$ cat src/rtl/mmd_pkg.sv
`timescale 1ns / 1ps

package mmd_pkg;

  // Message format
  localparam logic [31:0] MAGIC_WORD = 32'h59545543;
  localparam logic [62:0] SUM_MAX    = {63{1'b1}};

  // Configuration register reset values and decode
  localparam logic [31:0] MAX_PART_COUNT_RESET = 32'd65536;
  localparam logic [62:0] MAX_PART_SIZE_RESET  = 63'd1073741824;
  localparam int          PADDR_W              = 4;
  localparam int          PDATA_W              = 64;
  localparam logic        REG_MAX_PART_COUNT   = 1'b0;
  localparam logic        REG_MAX_PART_SIZE    = 1'b1;

  // Result kinds
  localparam logic [1:0] KIND_DESCRIPTOR = 2'd0;
  localparam logic [1:0] KIND_PAYLOAD    = 2'd1;
  localparam logic [1:0] KIND_STATUS     = 2'd2;

  // Status codes
  localparam logic [2:0] ST_OK              = 3'd0;
  localparam logic [2:0] ST_BAD_HEADER      = 3'd1;
  localparam logic [2:0] ST_BAD_SIZE        = 3'd2;
  localparam logic [2:0] ST_SIZE_OVERFLOW   = 3'd3;
  localparam logic [2:0] ST_LENGTH_MISMATCH = 3'd4;

  // Queue between parser and output stage
  localparam int QUEUE_DEPTH = 4;
  localparam int PTR_W       = $clog2(QUEUE_DEPTH);
  localparam int CNT_W       = $clog2(QUEUE_DEPTH + 1);

  typedef enum logic [2:0] {
    PH_MAGIC,
    PH_COUNT,
    PH_SIZES,
    PH_PAYLOAD,
    PH_ERROR
  } phase_t;

  // One parsed byte: an optional descriptor or payload result, then an
  // optional final status
  typedef struct packed {
    logic        has_item;
    logic        item_payload;
    logic [31:0] part_index;
    logic [63:0] part_size;
    logic [62:0] payload_offset;
    logic [7:0]  payload_data;
    logic        has_status;
    logic [2:0]  status;
    logic [31:0] total_parts;
  } entry_t;

  typedef struct packed {
    logic [1:0]  result_kind;
    logic [31:0] part_index;
    logic [63:0] part_size;
    logic [62:0] payload_offset;
    logic [7:0]  payload_data;
    logic [2:0]  status;
    logic [31:0] total_parts;
    logic        end_of_message;
  } result_t;

endpackage

$ cat src/rtl/mmd_if.sv
`timescale 1ns / 1ps

interface mmd_in_if;
  logic       valid;
  logic       ready;
  logic [7:0] data_byte;
  logic       last_byte;

  modport source (output valid, data_byte, last_byte, input ready);
  modport sink (input valid, data_byte, last_byte, output ready);
endinterface

interface mmd_out_if;
  logic               valid;
  logic               ready;
  logic [1:0]         result_kind;
  logic [31:0]        part_index;
  logic signed [63:0] part_size;
  logic [62:0]        payload_offset;
  logic [7:0]         payload_data;
  logic [2:0]         status;
  logic [31:0]        total_parts;
  logic               end_of_message;

  modport source (output valid, result_kind, part_index, part_size, payload_offset,
                  payload_data, status, total_parts, end_of_message, input ready);
  modport sink (input valid, result_kind, part_index, part_size, payload_offset,
                payload_data, status, total_parts, end_of_message, output ready);
endinterface

$ cat src/rtl/multipart_message_deframer.sv
`timescale 1ns / 1ps
// Multipart message deframer.
// in_ch carries one message byte per transfer, last_byte marking the final
// one. Header: 32-bit magic, 32-bit part count, one signed 64-bit size per
// part, all little-endian. out_ch carries part descriptors, payload bytes
// with their offset, and one final status per message. Payload bytes go out
// before the status, so a consumer discards them when the status is not ok.
// A byte is taken every cycle while the four-entry queue between parser and
// output stage has room; its results pass through the queue and the output
// register to out_ch. A byte yields at most two results; the output stage
// sends one per cycle while the receiver is ready, so a final byte that also
// carries a descriptor or payload byte sends that result before its status.
// When the receiver stalls, the output register holds and the queue fills;
// in_ch.ready drops once the queue is full.
// Reset clears the parser, queue and output valid flag and restores the limit
// registers: max_part_count at 0x0, max_part_size at 0x8. The user writes
// them over APB only while the block is idle; the block does not enforce it.

module multipart_message_deframer (
  input  logic                         clk,
  input  logic                         rst,
  mmd_in_if.sink                       in_ch,
  mmd_out_if.source                    out_ch,
  input  logic                         psel,
  input  logic                         penable,
  input  logic                         pwrite,
  input  logic [mmd_pkg::PADDR_W-1:0]  paddr,
  input  logic [mmd_pkg::PDATA_W-1:0]  pwdata,
  output logic [mmd_pkg::PDATA_W-1:0]  prdata,
  output logic                         pready
);
  import mmd_pkg::*;

  logic [31:0] max_part_count;
  logic [62:0] max_part_size;
  logic        reg_sel;
  logic        cfg_write;

  logic        q_push;
  entry_t      q_push_entry;
  logic        q_pop;
  logic        q_full;
  logic        q_empty;
  entry_t      q_head;

  // Decode register writes and reads
  assign pready    = 1'b1;
  assign reg_sel   = paddr[PADDR_W-1];
  assign cfg_write = psel && penable && pwrite && pready;

  always_ff @(posedge clk) begin
    if (rst) begin
      max_part_count <= MAX_PART_COUNT_RESET;
      max_part_size  <= MAX_PART_SIZE_RESET;
    end else if (cfg_write) begin
      if (reg_sel == REG_MAX_PART_COUNT) begin
        max_part_count <= pwdata[31:0];
      end else begin
        max_part_size <= pwdata[62:0];
      end
    end
  end

  always_comb begin
    if (reg_sel == REG_MAX_PART_SIZE) begin
      prdata = {1'b0, max_part_size};
    end else begin
      prdata = {32'd0, max_part_count};
    end
  end

  mmd_front u_front (
    .clk            (clk),
    .rst            (rst),
    .in_ch          (in_ch),
    .max_part_count (max_part_count),
    .max_part_size  (max_part_size),
    .q_full         (q_full),
    .push           (q_push),
    .push_entry     (q_push_entry)
  );

  mmd_queue u_queue (
    .clk        (clk),
    .rst        (rst),
    .push       (q_push),
    .push_entry (q_push_entry),
    .pop        (q_pop),
    .full       (q_full),
    .empty      (q_empty),
    .head       (q_head)
  );

  mmd_back u_back (
    .clk    (clk),
    .rst    (rst),
    .empty  (q_empty),
    .head   (q_head),
    .pop    (q_pop),
    .out_ch (out_ch)
  );

endmodule

$ cat src/rtl/mmd_front.sv
`timescale 1ns / 1ps

module mmd_front (
  input  logic            clk,
  input  logic            rst,
  mmd_in_if.sink          in_ch,
  input  logic [31:0]     max_part_count,
  input  logic [62:0]     max_part_size,
  input  logic            q_full,
  output logic            push,
  output mmd_pkg::entry_t push_entry
);
  import mmd_pkg::*;

  phase_t      phase, phase_step, phase_next;
  logic [2:0]  field_byte_count, cnt_step;
  logic [55:0] field_shift, shift_step;
  logic [31:0] header_part_count, hpc_step;
  logic [31:0] sizes_done, done_step;
  logic [62:0] payload_expected, pe_step;
  logic [63:0] payload_seen, seen_step;
  logic [2:0]  error_latch, err_step;

  logic        accept;
  logic        done4, done8;
  logic [31:0] word32;
  logic [63:0] word64;
  logic        size_neg, size_bad, size_ovf;
  logic [63:0] size_sum;
  logic [32:0] done_inc;
  logic        seen_below;
  entry_t      entry;

  assign in_ch.ready = !q_full;
  assign accept      = in_ch.valid && in_ch.ready;

  // Assemble the field from the held bytes and the current one
  assign done4    = (field_byte_count == 3'd3);
  assign done8    = (field_byte_count == 3'd7);
  assign word32   = {in_ch.data_byte, field_shift[23:0]};
  assign word64   = {in_ch.data_byte, field_shift};
  assign size_neg = word64[63];
  assign size_bad = size_neg ? (word64 != {64{1'b1}}) : (word64[62:0] > max_part_size);
  assign size_sum = {1'b0, payload_expected} + {1'b0, word64[62:0]};
  assign size_ovf = !size_neg && size_sum[63];
  assign done_inc = {1'b0, sizes_done} + 33'd1;
  assign seen_below = (payload_seen < {1'b0, payload_expected});

  // Next phase
  always_comb begin
    case (phase)
      PH_MAGIC: begin
        if (!done4)                   phase_step = PH_MAGIC;
        else if (word32 != MAGIC_WORD) phase_step = PH_ERROR;
        else                          phase_step = PH_COUNT;
      end
      PH_COUNT: begin
        if (!done4)                        phase_step = PH_COUNT;
        else if (word32 > max_part_count)  phase_step = PH_ERROR;
        else if (word32 == 32'd0)          phase_step = PH_PAYLOAD;
        else                               phase_step = PH_SIZES;
      end
      PH_SIZES: begin
        if (!done8)                               phase_step = PH_SIZES;
        else if (size_bad || size_ovf)            phase_step = PH_ERROR;
        else if (done_inc >= {1'b0, hpc_step})    phase_step = PH_PAYLOAD;
        else                                      phase_step = PH_SIZES;
      end
      PH_PAYLOAD: phase_step = PH_PAYLOAD;
      PH_ERROR:   phase_step = PH_ERROR;
      default:    phase_step = PH_MAGIC;
    endcase
    phase_next = phase;
    if (accept) begin
      phase_next = in_ch.last_byte ? PH_MAGIC : phase_step;
    end
  end

  // Parse datapath and the entry for the queue
  always_comb begin
    cnt_step   = field_byte_count;
    shift_step = field_shift;
    hpc_step   = header_part_count;
    done_step  = sizes_done;
    pe_step    = payload_expected;
    seen_step  = payload_seen;
    err_step   = error_latch;
    entry      = '0;

    case (phase)
      PH_MAGIC, PH_COUNT: begin
        if (done4) begin
          cnt_step   = '0;
          shift_step = '0;
          if (phase == PH_COUNT) begin
            hpc_step = word32;
          end
          if ((phase == PH_MAGIC && word32 != MAGIC_WORD) ||
              (phase == PH_COUNT && word32 > max_part_count)) begin
            err_step = (error_latch != ST_OK) ? error_latch : ST_BAD_HEADER;
          end
        end else begin
          cnt_step = field_byte_count + 3'd1;
          shift_step[{field_byte_count, 3'b000} +: 8] = in_ch.data_byte;
        end
      end
      PH_SIZES: begin
        if (done8) begin
          cnt_step   = '0;
          shift_step = '0;
          if (size_bad) begin
            err_step = (error_latch != ST_OK) ? error_latch : ST_BAD_SIZE;
          end else if (size_ovf) begin
            pe_step  = SUM_MAX;
            err_step = (error_latch != ST_OK) ? error_latch : ST_SIZE_OVERFLOW;
          end else begin
            entry.has_item   = 1'b1;
            entry.part_index = sizes_done;
            entry.part_size  = word64;
            if (!size_neg) begin
              pe_step = size_sum[62:0];
            end
            done_step = done_inc[31:0];
          end
        end else begin
          cnt_step = field_byte_count + 3'd1;
          shift_step[{field_byte_count, 3'b000} +: 8] = in_ch.data_byte;
        end
      end
      PH_PAYLOAD: begin
        if (seen_below) begin
          entry.has_item       = 1'b1;
          entry.item_payload   = 1'b1;
          entry.payload_offset = payload_seen[62:0];
          entry.payload_data   = in_ch.data_byte;
        end
        if (payload_seen != {64{1'b1}}) begin
          seen_step = payload_seen + 64'd1;
        end
      end
      default: begin
      end
    endcase

    // Final status from the state this byte leaves behind
    if (in_ch.last_byte) begin
      entry.has_status  = 1'b1;
      entry.total_parts = hpc_step;
      if (err_step != ST_OK)
        entry.status = err_step;
      else if (phase_step == PH_MAGIC || phase_step == PH_COUNT)
        entry.status = ST_BAD_HEADER;
      else if (phase_step == PH_SIZES)
        entry.status = ST_BAD_SIZE;
      else if (seen_step != {1'b0, pe_step})
        entry.status = ST_LENGTH_MISMATCH;
      else
        entry.status = ST_OK;
    end
  end

  assign push       = accept && (entry.has_item || entry.has_status);
  assign push_entry = entry;

  // Advance parse state; clear it after the final byte
  always_ff @(posedge clk) begin
    if (rst) begin
      phase             <= PH_MAGIC;
      field_byte_count  <= '0;
      field_shift       <= '0;
      header_part_count <= '0;
      sizes_done        <= '0;
      payload_expected  <= '0;
      payload_seen      <= '0;
      error_latch       <= ST_OK;
    end else begin
      phase <= phase_next;
      if (accept) begin
        if (in_ch.last_byte) begin
          field_byte_count  <= '0;
          field_shift       <= '0;
          header_part_count <= '0;
          sizes_done        <= '0;
          payload_expected  <= '0;
          payload_seen      <= '0;
          error_latch       <= ST_OK;
        end else begin
          field_byte_count  <= cnt_step;
          field_shift       <= shift_step;
          header_part_count <= hpc_step;
          sizes_done        <= done_step;
          payload_expected  <= pe_step;
          payload_seen      <= seen_step;
          error_latch       <= err_step;
        end
      end
    end
  end

endmodule

$ cat src/rtl/mmd_queue.sv
`timescale 1ns / 1ps

module mmd_queue (
  input  logic            clk,
  input  logic            rst,
  input  logic            push,
  input  mmd_pkg::entry_t push_entry,
  input  logic            pop,
  output logic            full,
  output logic            empty,
  output mmd_pkg::entry_t head
);
  import mmd_pkg::*;

  entry_t           entries [QUEUE_DEPTH];
  logic [PTR_W-1:0] wr_ptr;
  logic [PTR_W-1:0] rd_ptr;
  logic [CNT_W-1:0] count;

  assign full  = (count == CNT_W'(QUEUE_DEPTH));
  assign empty = (count == '0);
  assign head  = entries[rd_ptr];

  // Store pushed entries
  always_ff @(posedge clk) begin
    if (push) begin
      entries[wr_ptr] <= push_entry;
    end
  end

  // Advance pointers and occupancy
  always_ff @(posedge clk) begin
    if (rst) begin
      wr_ptr <= '0;
      rd_ptr <= '0;
      count  <= '0;
    end else begin
      if (push) begin
        wr_ptr <= wr_ptr + PTR_W'(1);
      end
      if (pop) begin
        rd_ptr <= rd_ptr + PTR_W'(1);
      end
      if (push && !pop) begin
        count <= count + CNT_W'(1);
      end else if (pop && !push) begin
        count <= count - CNT_W'(1);
      end
    end
  end

  a_no_overflow: assert property (@(posedge clk) disable iff (rst)
    push |-> !full) else $error("queue push while full");
  a_no_underflow: assert property (@(posedge clk) disable iff (rst)
    pop |-> !empty) else $error("queue pop while empty");
  a_count_bound: assert property (@(posedge clk) disable iff (rst)
    count <= CNT_W'(QUEUE_DEPTH)) else $error("queue count out of range");
  a_count_grow: assert property (@(posedge clk) disable iff (rst)
    (push && !pop) |=> count == $past(count) + CNT_W'(1))
    else $error("queue count did not follow push");

endmodule

$ cat src/rtl/mmd_back.sv
`timescale 1ns / 1ps

module mmd_back (
  input  logic            clk,
  input  logic            rst,
  input  logic            empty,
  input  mmd_pkg::entry_t head,
  output logic            pop,
  mmd_out_if.source       out_ch
);
  import mmd_pkg::*;

  logic    out_valid, out_valid_next;
  result_t out_res, out_res_next;
  logic    item_sent, item_sent_next;
  logic    load;

  assign load = !out_valid || out_ch.ready;

  // Unpack the head entry into one or two results
  always_comb begin
    out_valid_next = out_valid;
    out_res_next   = out_res;
    item_sent_next = item_sent;
    pop            = 1'b0;
    if (load) begin
      out_valid_next = !empty;
      if (!empty) begin
        out_res_next = '0;
        if (head.has_item && !item_sent) begin
          if (head.item_payload) begin
            out_res_next.result_kind    = KIND_PAYLOAD;
            out_res_next.payload_offset = head.payload_offset;
            out_res_next.payload_data   = head.payload_data;
          end else begin
            out_res_next.result_kind = KIND_DESCRIPTOR;
            out_res_next.part_index  = head.part_index;
            out_res_next.part_size   = head.part_size;
          end
          if (head.has_status) begin
            item_sent_next = 1'b1;
          end else begin
            pop = 1'b1;
          end
        end else begin
          out_res_next.result_kind    = KIND_STATUS;
          out_res_next.status         = head.status;
          out_res_next.total_parts    = head.total_parts;
          out_res_next.end_of_message = 1'b1;
          item_sent_next              = 1'b0;
          pop                         = 1'b1;
        end
      end
    end
  end

  // Hold the output register until the transfer completes
  always_ff @(posedge clk) begin
    if (rst) begin
      out_valid <= 1'b0;
      item_sent <= 1'b0;
    end else begin
      out_valid <= out_valid_next;
      item_sent <= item_sent_next;
    end
  end

  always_ff @(posedge clk) begin
    out_res <= out_res_next;
  end

  assign out_ch.valid          = out_valid;
  assign out_ch.result_kind    = out_res.result_kind;
  assign out_ch.part_index     = out_res.part_index;
  assign out_ch.part_size      = out_res.part_size;
  assign out_ch.payload_offset = out_res.payload_offset;
  assign out_ch.payload_data   = out_res.payload_data;
  assign out_ch.status         = out_res.status;
  assign out_ch.total_parts    = out_res.total_parts;
  assign out_ch.end_of_message = out_res.end_of_message;

endmodule

$ cat src/flat_wrapper.sv
// flat-port wrapper written by rule: the top's interface ports become plain ports
module multipart_message_deframer_flat import mmd_pkg::*;
  (clk, rst, psel, penable, pwrite, paddr, pwdata, prdata, pready, in_ch_valid, in_ch_data_byte, in_ch_last_byte, in_ch_ready, out_ch_valid, out_ch_result_kind, out_ch_part_index, out_ch_part_size, out_ch_payload_offset, out_ch_payload_data, out_ch_status, out_ch_total_parts, out_ch_end_of_message, out_ch_ready);
  mmd_in_if in_ch_i ();
  mmd_out_if out_ch_i ();
  input  logic clk;
  input  logic rst;
  input  logic psel;
  input  logic penable;
  input  logic pwrite;
  input  logic [mmd_pkg::PADDR_W-1:0] paddr;
  input  logic [mmd_pkg::PDATA_W-1:0] pwdata;
  output logic [mmd_pkg::PDATA_W-1:0] prdata;
  output logic pready;
  input wire logic [$bits(in_ch_i.valid)-1:0] in_ch_valid;
  input wire logic [$bits(in_ch_i.data_byte)-1:0] in_ch_data_byte;
  input wire logic [$bits(in_ch_i.last_byte)-1:0] in_ch_last_byte;
  output wire logic [$bits(in_ch_i.ready)-1:0] in_ch_ready;
  output wire logic [$bits(out_ch_i.valid)-1:0] out_ch_valid;
  output wire logic [$bits(out_ch_i.result_kind)-1:0] out_ch_result_kind;
  output wire logic [$bits(out_ch_i.part_index)-1:0] out_ch_part_index;
  output wire logic [$bits(out_ch_i.part_size)-1:0] out_ch_part_size;
  output wire logic [$bits(out_ch_i.payload_offset)-1:0] out_ch_payload_offset;
  output wire logic [$bits(out_ch_i.payload_data)-1:0] out_ch_payload_data;
  output wire logic [$bits(out_ch_i.status)-1:0] out_ch_status;
  output wire logic [$bits(out_ch_i.total_parts)-1:0] out_ch_total_parts;
  output wire logic [$bits(out_ch_i.end_of_message)-1:0] out_ch_end_of_message;
  input wire logic [$bits(out_ch_i.ready)-1:0] out_ch_ready;
  assign in_ch_i.valid = in_ch_valid;
  assign in_ch_i.data_byte = in_ch_data_byte;
  assign in_ch_i.last_byte = in_ch_last_byte;
  assign in_ch_ready = in_ch_i.ready;
  assign out_ch_valid = out_ch_i.valid;
  assign out_ch_result_kind = out_ch_i.result_kind;
  assign out_ch_part_index = out_ch_i.part_index;
  assign out_ch_part_size = out_ch_i.part_size;
  assign out_ch_payload_offset = out_ch_i.payload_offset;
  assign out_ch_payload_data = out_ch_i.payload_data;
  assign out_ch_status = out_ch_i.status;
  assign out_ch_total_parts = out_ch_i.total_parts;
  assign out_ch_end_of_message = out_ch_i.end_of_message;
  assign out_ch_i.ready = out_ch_ready;
  multipart_message_deframer u_core (.clk(clk), .rst(rst), .in_ch(in_ch_i), .out_ch(out_ch_i), .psel(psel), .penable(penable), .pwrite(pwrite), .paddr(paddr), .pwdata(pwdata), .prdata(prdata), .pready(pready));
endmodule
$ cat config.mk
export PLATFORM = sky130hd
export DESIGN_NAME = multipart_message_deframer_flat
export DESIGN_NICKNAME = d
export VERILOG_FILES = /design/src/rtl/mmd_pkg.sv /design/src/rtl/mmd_if.sv /design/src/rtl/multipart_message_deframer.sv /design/src/rtl/mmd_front.sv /design/src/rtl/mmd_queue.sv /design/src/rtl/mmd_back.sv /design/src/flat_wrapper.sv
export SDC_FILE = /design/constraint.sdc
export NUM_CORES = 2
export LEC_CHECK = 0
export BUFFER_PORTS_ARGS = -buffer_cell sky130_fd_sc_hd__buf_2
export CAP_MARGIN = 5
export CELL_PAD_IN_SITES_DETAIL_PLACEMENT = 0
export CELL_PAD_IN_SITES_GLOBAL_PLACEMENT = 1
export CORE_UTILIZATION = 50
export CTS_BUF_LIST = sky130_fd_sc_hd__clkbuf_4
export CTS_CLUSTER_DIAMETER = 120
export DETAILED_ROUTE_END_ITERATION = 12
export PLACE_DENSITY = 0.91
export SYNTH_ARGS = -nofsm -noshare
export SYNTH_HDL_FRONTEND = slang
export SYNTH_SLANG_ARGS = --single-unit
$ cat constraint.sdc
create_clock -name clk -period 15.6 [get_ports clk]
set_clock_uncertainty 0.2 [all_clocks]
set_input_delay 1.56 -clock clk [delete_from_list [all_inputs] [get_ports clk]]
set_output_delay 1.56 -clock clk [all_outputs]
set_load 0.01 [all_outputs]
[Word-level counts from Yosys, hierarchy flattened]
Memories as Yosys holds them, arrays and structs flattened. A register that Yosys moved wholly into a read port is not among the register bits.
Index checks and enable logic that the tools add are counted.
Storage, ports and cells
  flip-flop bits (word level): 565
  bits in writable memories: 820
  input bits: 84
  output and inout port bits: 272
  logic and storage cells: 179
  memories kept: 1
Operators by class
  $add $sub $neg: 9
  magnitude comparators: 4
  equality and inequality tests: 16
  shift-type cells: 2
  muxes and demuxes: 80
  bitwise logic cells: 3
  reduce and logical (&&, ||, !) cells: 41
Memory list
  u_core.u_queue.entries: words 4, bits a word 205, read ports 1, clocked after Yosys merged registers in 1, write ports 1, line mmd_queue.sv:15  | entry_t entries [QUEUE_DEPTH];
Operators with widths (count)
  $mux 63: 7
  $mux 96: 4
  $mux 32: 9
  $mux 64: 3
  $mux 56: 3
  $mux 71: 2
  $ne 64x64->1 const B: 2
  $pmux 56 s2: 1
  $mux 3: 25
  $add 63x63->64: 1
  $add 64x1->64 const B: 1
  $lt 64x63->1: 1
  $ne 64x63->1: 1
  $gt 63x63->1: 1
  $bwmux 56: 1
  $shift 8x8->56 const A: 1
  $shiftx 8x8->56: 1
  $mux 36: 1
  $add 32x1->33 const B: 1
  $ge 33x32->1: 1
  $gt 32x32->1: 1
  $logic_not 32->1: 1
  $ne 32x31->1 const B: 1
  $mux 1: 17
  other kinds (24): 68

[Logic depth before layout (Yosys ltp)]
  word-level depth: 20
  mapped depth: 23
  mapped depth without buffers: 22

[By module]
From an unflattened synthesis, not the netlist that was laid out.
Second synthesis, totals
  cells, all modules: 5415
  area total of the unflattened synthesis: 67121.9 µm²
By module, submodules not included
  mmd_queue: instances 1, cells an instance 1115, area each 30106.4 µm²
  mmd_front: instances 1, cells an instance 3383, area each 24503.5 µm²
  mmd_back: instances 1, cells an instance 462, area each 7840.0 µm²
  multipart_message_deframer: instances 1, cells an instance 455, area each 4672.0 µm²

[Worst setup path before layout]
Ideal clock, no wire load.
  path kind: input -> register
  start: input out_ch_ready
  end: register u_core.u_queue.count[2]
  arrival time: 13293 ps
  slack: 2036 ps
  stages: 10
  path buffers: 0
  cells stage by stage: inv_1 a21oi_1 a21boi_0 inv_1 ha_1 inv_1 fa_1 xor2_1 or3_1 a21oi_1
On the way
  longest elaborated chain between the ends: 5
  elaborated cells between the ends (all ways): 7
Ends and longest elaborated chain
  start: declaration: line flat_wrapper.sv:28  | input wire logic [$bits(out_ch_i.ready)-1:0] out_ch_ready;
  $logic_or 1x1->1 *: line mmd_back.sv:18  | assign load = !out_valid || out_ch.ready;
  $mux 1 *: line mmd_back.sv:26  | if (load) begin
  $logic_not 1->1: line mmd_queue.sv:44  | if (push && !pop) begin
  $logic_and 1x1->1: line mmd_queue.sv:44
  $mux 3 or $reduce_bool 2->1 (tied branches)
  end signal: assignment: line mmd_queue.sv:45  | count <= count + CNT_W'(1);
  end signal: assignment: line mmd_queue.sv:47  | count <= count - CNT_W'(1);
  end: declaration: line mmd_queue.sv:18  | logic [CNT_W-1:0] count;
Mark *: on every way between the ends. The rest lies on a longest branch, timed or not.
A chain may end at the register's enable or synchronous reset.

[Final worst setup path]
  start: register u_core.u_front.field_shift[20]
  end: memory u_core.u_queue.entries[0][134] in the netlist's numbering, enable pin
On the way
  longest elaborated chain between the ends: 10
  elaborated cells between the ends (all ways): 13
Ends and longest elaborated chain
  start: declaration: line mmd_front.sv:17  | logic [55:0] field_shift, shift_step;
  start signal: assignment: line mmd_front.sv:189  | field_shift <= shift_step;
  $add 63x63->64: line mmd_front.sv:44  | assign size_sum = {1'b0, payload_expected} + {1'b0, word64[62:0]};
  $logic_and 1x1->1: line mmd_front.sv:45  | assign size_ovf = !size_neg && size_sum[63];
  $mux 1: line mmd_front.sv:113  | end else if (size_ovf) begin
  $mux 1 *: line mmd_front.sv:111  | if (size_bad) begin
  $mux 1 *: line mmd_front.sv:108  | if (done8) begin
  $pmux 1 s2 *: line mmd_front.sv:90  | case (phase)
  $logic_or 1x1->1 *: line mmd_front.sv:162  | assign push = accept && (entry.has_item || entry.has_status);
  $logic_and 1x1->1 *: line mmd_front.sv:162
  via u_core.q_push: line multipart_message_deframer.sv:39  | logic q_push;
  $mux 1 *: line mmd_queue.sv:26  | if (push) begin
  $mux 1 (not written as such) *: line mmd_queue.sv:27  | entries[wr_ptr] <= push_entry;
  end: declaration: line mmd_queue.sv:15
The timed path passes the listed nets; every way through them passes the cells marked *.

==> impl_metrics.yaml <==
die:
  placementRows: 134
  coreArea_um2: 133500
  die-area_um2: 135900
  dieWidth_um: 368.7
  ios: 356
  initial_core_util: 0.5037
  die_height_um: 368.7
clock_tree:
  cts_setup_buffers: 0
  cts_hold_buf: 0
  cts_tree: "yes"
  cts_sinks: 1387
  htree_levels: 5
  cts_resized: 0
  cts.clk_slew.worst_paths_ns: 0.08
  cts_buffers: 367
  clock_path_buffers: 4
  insertion_delay_ns: 1.34
  root_buffer: "clkbuf_4"
yosys:
  ys.flop_type: "edfxtp_1"
  syn_area_um2: 67220
  seq_area_frac_synth: 0.5657
  yosys_warnings: 0
  synth.ff_latch_count: 1387
  synthesis.nets: 5989
  synth_area_per_cell_um2: 11.92
  netlist_instances: 5638
  synth_edf_count: 1025
  postSynth.asyncResetShare: 0
  synth_cell_types: 128
setup_path:
  end_kind: "flip-flop"
  required_ns: 16.33
  rr_worst_depth: 15
  rr_startpoint: "u_core.u_front.field_shift[20]"
  r2r_slack_ns: 7.84
  cp-start-kind: "flip-flop"
  rr_endpoint: "u_core.u_queue.entries[0][134]"
  crit_fanout: 59
  arrival_ns: 8.49
  crit_type: "reg2reg"
pwr:
  swShare: 0.2793
  power_density_nw_per_um2: 124.8
  seq_power_share: 0.487
  p_int_mw: 6.772
  p_clk_frac: 0.331
  switchingPower_mw: 2.625
  comb_power_share: 0.181
  ir_worst_vdd_mv: 0.2091
  p_leak_nw: 28.12
routing:
  wl_per_cell_um: 26.05
  drt-total-wl_um: 212800
  drt_pass1_iterations: 6
  drc_errors: 0
  vias: 49870
  drt_iter0_markers: 5718
  ant_nets: 0
  via_per_inst: 6.105
min_path:
  min_from: "u_core.max_part_size[44]"
  min_to: "u_core.max_part_size[44]"
  holdPathStages: 2
  min_path_type: "reg2reg"
run:
  maxCapViolCount: 1
sta:
  worst_pin_slew_ns: 1.480
  finalCritPeriodShare: 0.4976
  hold_viol_final: 0
  fin_crit_ns: 7.763
  final_max_slew_viol_count: 0
  holdWs_ns: 0.2522
  setup_violations: 0
  fmax_ghz: 0.1288
  slew_headroom: 0.01310
  rsz0062_at_grt: "no"
  tns_ns: 0
global_routing:
  antenna_found_initial: 13
  gr-total-overflow: 0
  grt_busiest_layer: "met2"
  globalRouteMet2Util: 0.4791
  gr-usage-all-layers: 0.3084
  grt_pass1_vias: 48450
  grtUsageMet3: 0.07844
  use_met1: 0.4137
  grt_pass1_wl_um: 310500
  grt_max_degree: 186
cells_and_area:
  fillerInstances: 10990
  drive_above_1_share: 0.2080
  fin_nets: 6470
  syn_to_final_growth_pct: 11.98
  final_core_util: 0.5640
status:
  violations: "max-capacitance violations"
  outcome: "complete, but fails checks"
placement:
  dp_hpwl_um: 148600
  io_buffers: 349
  gp_congestion: 1.040
## worst max path at each step
stage	start	end	slack (ns)	depth (start not counted)
2_1_floorplan	out_ch_ready	u_core.u_queue.count[2]	2.04	10
3_3_place_gp	in_ch_data_byte[2]	u_core.u_queue.entries[0][143]	6.78	17
3_5_place_dp	in_ch_data_byte[2]	u_core.u_queue.entries[0][143]	6.63	17
4_1_cts	u_core.u_front.payload_expected[56]	u_core.u_queue.entries[0][136]	7.95	15
5_1_grt	u_core.u_front.payload_expected[56]	u_core.u_queue.entries[0][135]	7.60	15
6_report	u_core.u_front.field_shift[20]	u_core.u_queue.entries[0][134]	7.84	15
## worst max-delay path, stage by stage, from the launching register on
cell	delay [ns]
dfxtp_1	0.82
nand4_1	0.16
nor4_1	0.95
nand4_1	0.17
nor3_1	0.34
o21ai_0	0.40
a21boi_1	0.26
buf_4	0.21
nor2_1	0.42
buf_4	0.28
o21ai_2	0.06
buf_4	0.28
o21ai_1	0.38
and2_4	0.69
buf_4	0.76
buf_4	0.81
## cells in the mapped netlist (14+ instances only)
library cell,count,area share
a211oi_1,40,0.0045
a21o_1,93,0.010
a21oi_1,400,0.030
a22oi_1,66,0.0074
a31oi_1,21,0.0020
and2_1,94,0.0087
and3_1,199,0.019
and4_1,23,0.0030
buf_1,30,0.0017
buf_2,29,0.0022
clkbuf_1,255,0.014
dfxtp_1,362,0.11
edfxtp_1,1025,0.46
ha_1,265,0.049
inv_1,197,0.011
mux2i_1,110,0.016
mux4_2,205,0.069
nand2_1,460,0.026
nand2b_1,14,0.0013
nand3_1,80,0.0060
nand3b_1,17,0.0019
nand4_1,106,0.0099
nor2_1,493,0.028
nor2b_1,151,0.014
nor3_1,79,0.0059
nor4_1,38,0.0035
o211a_1,15,0.0022
o211ai_1,33,0.0037
o21a_1,18,0.0020
o21ai_0,216,0.016
o21ai_1,15,0.0011
o221ai_1,14,0.0018
o31ai_1,14,0.0016
or2_2,14,0.0013
or3_1,32,0.0030
xnor2_1,97,0.013
xor2_1,65,0.0085
## power by group through the flow
stage                     registers (mW)  logic [mW]  clock network (mW)
after global placement              4.64        1.69                   0
after floorplan                     4.90       0.927                   0
after detailed placement            4.66        1.72                   0
final                               4.58        1.70                3.11
after CTS                           4.58        1.72                3.17
after global routing                4.61        1.82                3.36
## stage by stage
stage	power, mW	cells	setup WS (ns)	area (um2)
3_3_place_gp	6.330	7518	6.782	70690
4_1_cts	9.476	8154	7.951	75240
3_5_place_dp	6.383	7518	6.630	70690
2_1_floorplan	5.826	5638	2.036	67220
5_1_grt	9.791	8165	7.601	75260
6_report	9.397	8168	7.837	75270
## layout make-up
type,instances,area (um2),share of cell area
Clock inverter,100,519.2,0.006898
Timing Repair Buffer,449,2569,0.03413
Inverter,199,747.0,0.009924
Multi-Input combinational cell,3715,27130,0.3604
Clock buffer,536,4024,0.05346
Antenna cell,14,35.03,0.0004654
Sequential cell,1387,38030,0.5053
Tap cell,1768,2212,0.02939
## routing by layer
layer	share of wire	wire length, um
met1	0.40	85920
met2	0.46	97660
met3	0.10	21240
met4	0.037	7937
met5	0.00014	29
## layout by cell type (no fill, tap or decap), types with 65 or more instances in the layout
master / instances
buf_2: 348
nand3_1: 80
mux2i_1: 110
nor3_1: 78
a22oi_1: 66
buf_4: 95
dfxtp_1: 360
a21oi_1: 399
mux4_2: 205
inv_1: 196
nor2_1: 487
ha_1: 265
nand4_1: 106
o21ai_0: 214
nand2_1: 458
edfxtp_1: 1025
and2_1: 88
a21o_1: 93
and3_1: 199
xnor2_1: 97
clkbuf_4: 536
clkinv_1: 81
nor2b_1: 150
xor2_1: 65
## kinds of logic (layout without fill, tap and decap cells)
kind of cell / count (synthesis) / count (layout) / share of synthesized area
muxes: 322 / 322 / 0.08624
AOI/OAI and AO/OA: 1092 / 1092 / 0.1035
adders and majority gates: 267 / 267 / 0.04992
and+or+nand+nor: 1867 / 1867 / 0.1401
other: 2 / 16 / 0.0001117
DFF: 1387 / 1387 / 0.5657
buffers and inverters: 536 / 1284 / 0.03252
xor gates and xnor gates: 165 / 165 / 0.02193
## flip-flops by register name, indices dropped and copies added, names as in the netlist, 8 cells and up, named ones only
signal / count
u_core.max_part_count: 32
u_core.u_back.out_ch.total_parts: 32
u_core.u_front.header_part_count: 32
u_core.u_front.payload_expected: 63
u_core.u_back.out_ch.part_index: 32
u_core.max_part_size: 63
u_core.u_back.out_ch.payload_data: 8
u_core.u_back.out_ch.payload_offset: 63
u_core.u_front.field_shift: 56
u_core.u_queue.entries: 820
u_core.u_back.out_ch.part_size: 64
u_core.u_front.sizes_done: 32
u_core.u_front.payload_seen: 64
Power figures use the tool's default switching activity.
